==> src/hdl/ttlmc_pkg.sv <==
// ----------------------------------------------------------------------------
// ttlmc_pkg
// Shared types and constants for the TTL membership cache.
// ----------------------------------------------------------------------------
`default_nettype none
package ttlmc_pkg;
  localparam int ENTRIES_DEF = 256;
  localparam int KEY_W       = 1 + 128 + 256;

  localparam logic [1:0] REQ_LOOKUP = 2'd0;
  localparam logic [1:0] REQ_STORE  = 2'd1;
  localparam logic [1:0] REQ_TICK   = 2'd2;

  localparam logic [1:0] ST_HIT  = 2'd0;
  localparam logic [1:0] ST_MISS = 2'd1;
  localparam logic [1:0] ST_BAD  = 2'd2;
  localparam logic [1:0] ST_DONE = 2'd3;

  localparam logic CFG_TTL   = 1'b0;
  localparam logic CFG_COUNT = 1'b1;

  // controller -> datapath
  typedef struct packed {
    logic load;     // capture request
    logic rd;       // read slot at scan index
    logic chk;      // evaluate slot read last cycle
    logic wr;       // store into slot
    logic tick;
    logic clr;      // table clear
  } ttlmc_cmd_t;

  // datapath -> controller
  typedef struct packed {
    logic hit;
    logic last;     // scan index at final slot
  } ttlmc_sts_t;
endpackage
`default_nettype wire

==> src/hdl/ttlmc_ctrl.sv <==
// ----------------------------------------------------------------------------
// ttlmc_ctrl
// Request sequencer: decode, slot scan, store, result hold.
// ----------------------------------------------------------------------------
`default_nettype none
module ttlmc_ctrl import ttlmc_pkg::*; (
  input  wire logic       clk,
  input  wire logic       rst_n,
  input  wire logic       in_fire,
  input  wire logic [1:0] req_type,
  input  wire logic [1:0] family,
  input  wire logic [11:0] ttl,
  input  wire logic       cfg_clr,
  input  wire ttlmc_sts_t sts,
  output ttlmc_cmd_t      cmd,
  output logic            busy,
  output logic            out_valid,
  input  wire logic       out_ready,
  output logic [1:0]      status
);
  localparam logic [2:0] S_IDLE = 3'd0, S_RD = 3'd1, S_CHK = 3'd2,
                         S_WR = 3'd3, S_OUT = 3'd4;
  logic [2:0] state_r, state_nxt;
  logic [1:0] status_r, status_nxt;
  logic       lastrd_r;

  assign busy = state_r != S_IDLE;
  assign out_valid = state_r == S_OUT;
  assign status = status_r;

  always_comb begin
    state_nxt  = state_r;
    status_nxt = status_r;
    cmd = '0;
    cmd.clr = cfg_clr;
    case (state_r)
      S_IDLE: if (in_fire) begin
        cmd.load = 1'b1;
        if (req_type == REQ_TICK) begin
          cmd.tick = 1'b1; status_nxt = ST_DONE; state_nxt = S_OUT;
        end else if (req_type == REQ_LOOKUP || req_type == REQ_STORE) begin
          if (family[1]) begin
            status_nxt = ST_BAD; state_nxt = S_OUT;
          end else if (req_type == REQ_LOOKUP) begin
            status_nxt = ST_MISS;
            state_nxt = (ttl == 12'd0) ? S_OUT : S_RD;
          end else begin
            status_nxt = ST_DONE;
            state_nxt = (ttl == 12'd0) ? S_OUT : S_WR;
          end
        end else begin
          status_nxt = ST_DONE; state_nxt = S_OUT;
        end
      end
      S_RD: begin
        cmd.rd = 1'b1; state_nxt = S_CHK;
      end
      S_CHK: begin
        cmd.chk = 1'b1;
        if (sts.hit) begin
          status_nxt = ST_HIT; state_nxt = S_OUT;
        end else if (lastrd_r) state_nxt = S_OUT;
        else state_nxt = S_RD;
      end
      S_WR: begin
        cmd.wr = 1'b1; state_nxt = S_OUT;
      end
      S_OUT: if (out_ready) state_nxt = S_IDLE;
      default: state_nxt = S_IDLE;
    endcase
  end

  always_ff @(posedge clk) begin
    if (!rst_n) begin
      state_r  <= S_IDLE;
      status_r <= ST_DONE;
      lastrd_r <= 1'b0;
    end else begin
      state_r  <= state_nxt;
      status_r <= status_nxt;
      if (cmd.rd) lastrd_r <= sts.last;
    end
  end
endmodule
`default_nettype wire

==> config.mk <==
export PLATFORM = sky130hd
export DESIGN_NAME = ttlmc_ctrl
export DESIGN_NICKNAME = d
export VERILOG_FILES = /design/src/hdl/ttlmc_pkg.sv /design/src/hdl/ttlmc_ctrl.sv
export SDC_FILE = /design/constraint.sdc
export NUM_CORES = 1
export LEC_CHECK = 0
export CORE_AREA = 2 2 39 41
export CTS_CLUSTER_DIAMETER = 40
export DETAILED_ROUTE_END_ITERATION = 8
export DIE_AREA = 0 0 41 43
export DONT_BUFFER_PORTS = 1
export GPL_TIMING_DRIVEN = 0
export HOLD_SLACK_MARGIN = 0.03
export PLACE_DENSITY = 0.49
export SETUP_SLACK_MARGIN = 0.3
export SYNTH_ARGS = -nofsm -noshare
export SYNTH_HDL_FRONTEND = slang
export SYNTH_SLANG_ARGS = --single-unit
==> constraint.sdc <==
create_clock -name clk -period 1.3 [get_ports clk]
set_clock_uncertainty 0.15 [all_clocks]
set_input_delay 0.325 -clock clk [delete_from_list [all_inputs] [get_ports clk]]
set_output_delay 0.325 -clock clk [all_outputs]
set_load 0.1 [all_outputs]
==> impl_metrics.json <==
{
  "io_pins": 33,
  "fin_cells": 79,
  "die_y_um": 43,
  "fin_hold_ws_ns": 0.03914,
  "startpoint_type": "flip-flop",
  "portBuffers": 0,
  "yosysWarnings": 0,
  "antenna_found_initial": 0,
  "p_leak_nw": 0.2296,
  "post-route-cell-area_um2": 645.6,
  "async_reset_ff_frac": 0,
  "diodes": 0,
  "setup_tns_ns": -9.435,
  "p_total_uw": 732.2,
  "setup_viol": 13,
  "synth_edf_count": 0,
  "synth.avg_cell_area_um2": 8.233,
  "drive_above_1_share": 0.5397,
  "clock_sinks": 6,
  "hold_class": "in -> reg",
  "yosysMostFrequentCell": "dfxtp_1",
  "ys_top_cells_by_count": "6 x dfxtp_1, 5 x nand2_1",
  "slew_viol_final": 0,
  "areaGrowthSynthToFinish_pct": 56.84,
  "synth_top_cell_area_share": 0.2918,
  "overflow": 0,
  "drc": 0,
  "ys_types": 27,
  "dp_cells": 66,
  "start_util": 0.2975,
  "worstPathMaxFanout": 3,
  "worstPathRequired_ns": 0.82,
  "final_net_count": 87,
  "route.detailed.wl_per_inst_um": 14.82,
  "core.rowCount": 14,
  "drtIter0Drc": 8,
  "clk_latency_ns": 0.24,
  "period_needed_ns": 2.293,
  "place_ws_ns": -0.8542,
  "status": "finished with violations",
  "critPathKind": "reg -> out",
  "cts_root_buf": "clkbuf_4",
  "synth-seq-area-share": 0.2918,
  "synthFlopType": "dfxtp_1",
  "grt_pass1_wl_mm": 1.807,
  "grt_max_degree": 10,
  "cts_buffers": 3,
  "drt-pass1-iter-count": 4,
  "cts.path.max_buffers": 2,
  "via_count": 422,
  "clk_pin_slew_ns": 0.05,
  "dpl-instance-area_um2": 505.5,
  "cp.arrival_ns": 1.82,
  "synth.cell_area_um2": 411.6,
  "final_util": 0.4665,
  "core_area_um2": 1384,
  "rsz0062_at_grt": "true",
  "place_hpwl_um": 857,
  "crit_start": "state_r[0]",
  "fmax_ghz": 0.4360,
  "max-slew-margin-rel": 0.2184,
  "via_per_inst": 5.342,
  "power.density_nw_per_um2": 1134,
  "synth_top_area_cell": "dfxtp_1",
  "place_congestion": 0.7974,
  "dieArea_um2": 1763,
  "grt_pass1_vias": 406,
  "fillers": 149,
  "worst_pin_slew_ns": 1.171,
  "dieWidth_um": 41,
  "worstReg2RegStart": "state_r[0]",
  "cts_tree": "built",
  "hold_viol": 0,
  "ir_drop_v": 0.0004831,
  "wl_mm": 1.171,
  "ys_seq_elements": 6,
  "fin_ws_ns": -0.9934,
  "grtUsageTotal": 0.1490,
  "yosys-top-cells-area": "dfxtp_1 29%, nor4_2 9.1%, nor3b_2 6.1%",
  "cts_max_level": 1,
  "cp-end-kind": "output pin",
  "drv_cap": 0,
  "period_share": 1.764,
  "violations": "negative setup slack",
  "synth_cells": 50,
  "ant_nets": 0,
  "hp-start": "rst_n",
  "syn_nets": 73
}
-- worst max-delay path: stages (launching register included) --
cell and delay (ns):
dfxtp_2 0.32, buf_8 0.12, nor3_4 0.19, nand2_2 0.10, nor3b_4 0.85
-- area by class of cell --
class	count	area, um2	area share
Inverter	5	37.54	0.05814
Timing Repair Buffer	9	77.57	0.1202
Sequential cell	6	132.6	0.2054
Buffer	3	41.29	0.06395
Clock buffer	4	26.28	0.04070
Multi-Input combinational cell	36	310.3	0.4806
Tap cell	16	20.02	0.03101
-- path summary, 6_finish.rpt --
kind | endpoint | slack (ns) | depth (start not counted)
min reg2reg | lastrd_r | 0.40 | 2
max | cmd[1] | -0.99 | 4
min | status[1] | 0.04 | 1
max reg2reg | status[1] | -0.82 | 6
-- report_power, final --
group | switching [mW] | total (mW) | internal [mW]
clock | 0.0683 | 0.185 | 0.116
sequential | 0.0559 | 0.255 | 0.199
combinational | 0.200 | 0.293 | 0.0932
-- cell families (layout without fill, tap and decap cells) --
kind of cell,count (synthesis),count (layout),share of synthesized area
AO/OA/AOI/OAI,11,11,0.1884
multiplexers,2,2,0.04863
buffers and inverters,8,21,0.09418
flip-flops,6,6,0.2918
AND/OR/NAND/NOR,23,23,0.3769
-- metal layers --
| layer | part of all wire | vias to the layer above | routed length, um | track usage |
|---|---|---|---|---|
| li1 | - | 210 | - | - |
| met2 | 0.56 | 17 | 650 | 0.2375 |
| met4 | 0 | 0 | 0 | 0.02000 |
| met1 | 0.36 | 195 | 421 | 0.1786 |
| met3 | 0.085 | 0 | 99 | 0.07330 |
| met5 | 0 | - | 0 | 0 |
-- placed cells by master (no fill, tap or decap), types with 3 or more instances in the layout --
cell type / Yosys / routed
buf_4: 2 / 6
nand2_1: 5 / 4
nor3b_4: 0 / 3
nand3_1: 3 / 3
buf_6: 0 / 3
nor2_1: 3 / 3
nor4_2: 3 / 3
dfxtp_4: 0 / 3
clkbuf_4: 0 / 3
-- repair_timing --
action	CTS	global route
gates resized for setup	9	2
setup buffers	6	2
hold buffers	1	0
hold endpoints to repair	1	0
pin swaps	6	2
setup endpoints to repair	16	15
-- flip-flops by register name, indices dropped and copies added (netlist names) --
name / count
state_r: 3
status: 2
lastrd_r: 1
(Power assumes the default switching activity.)
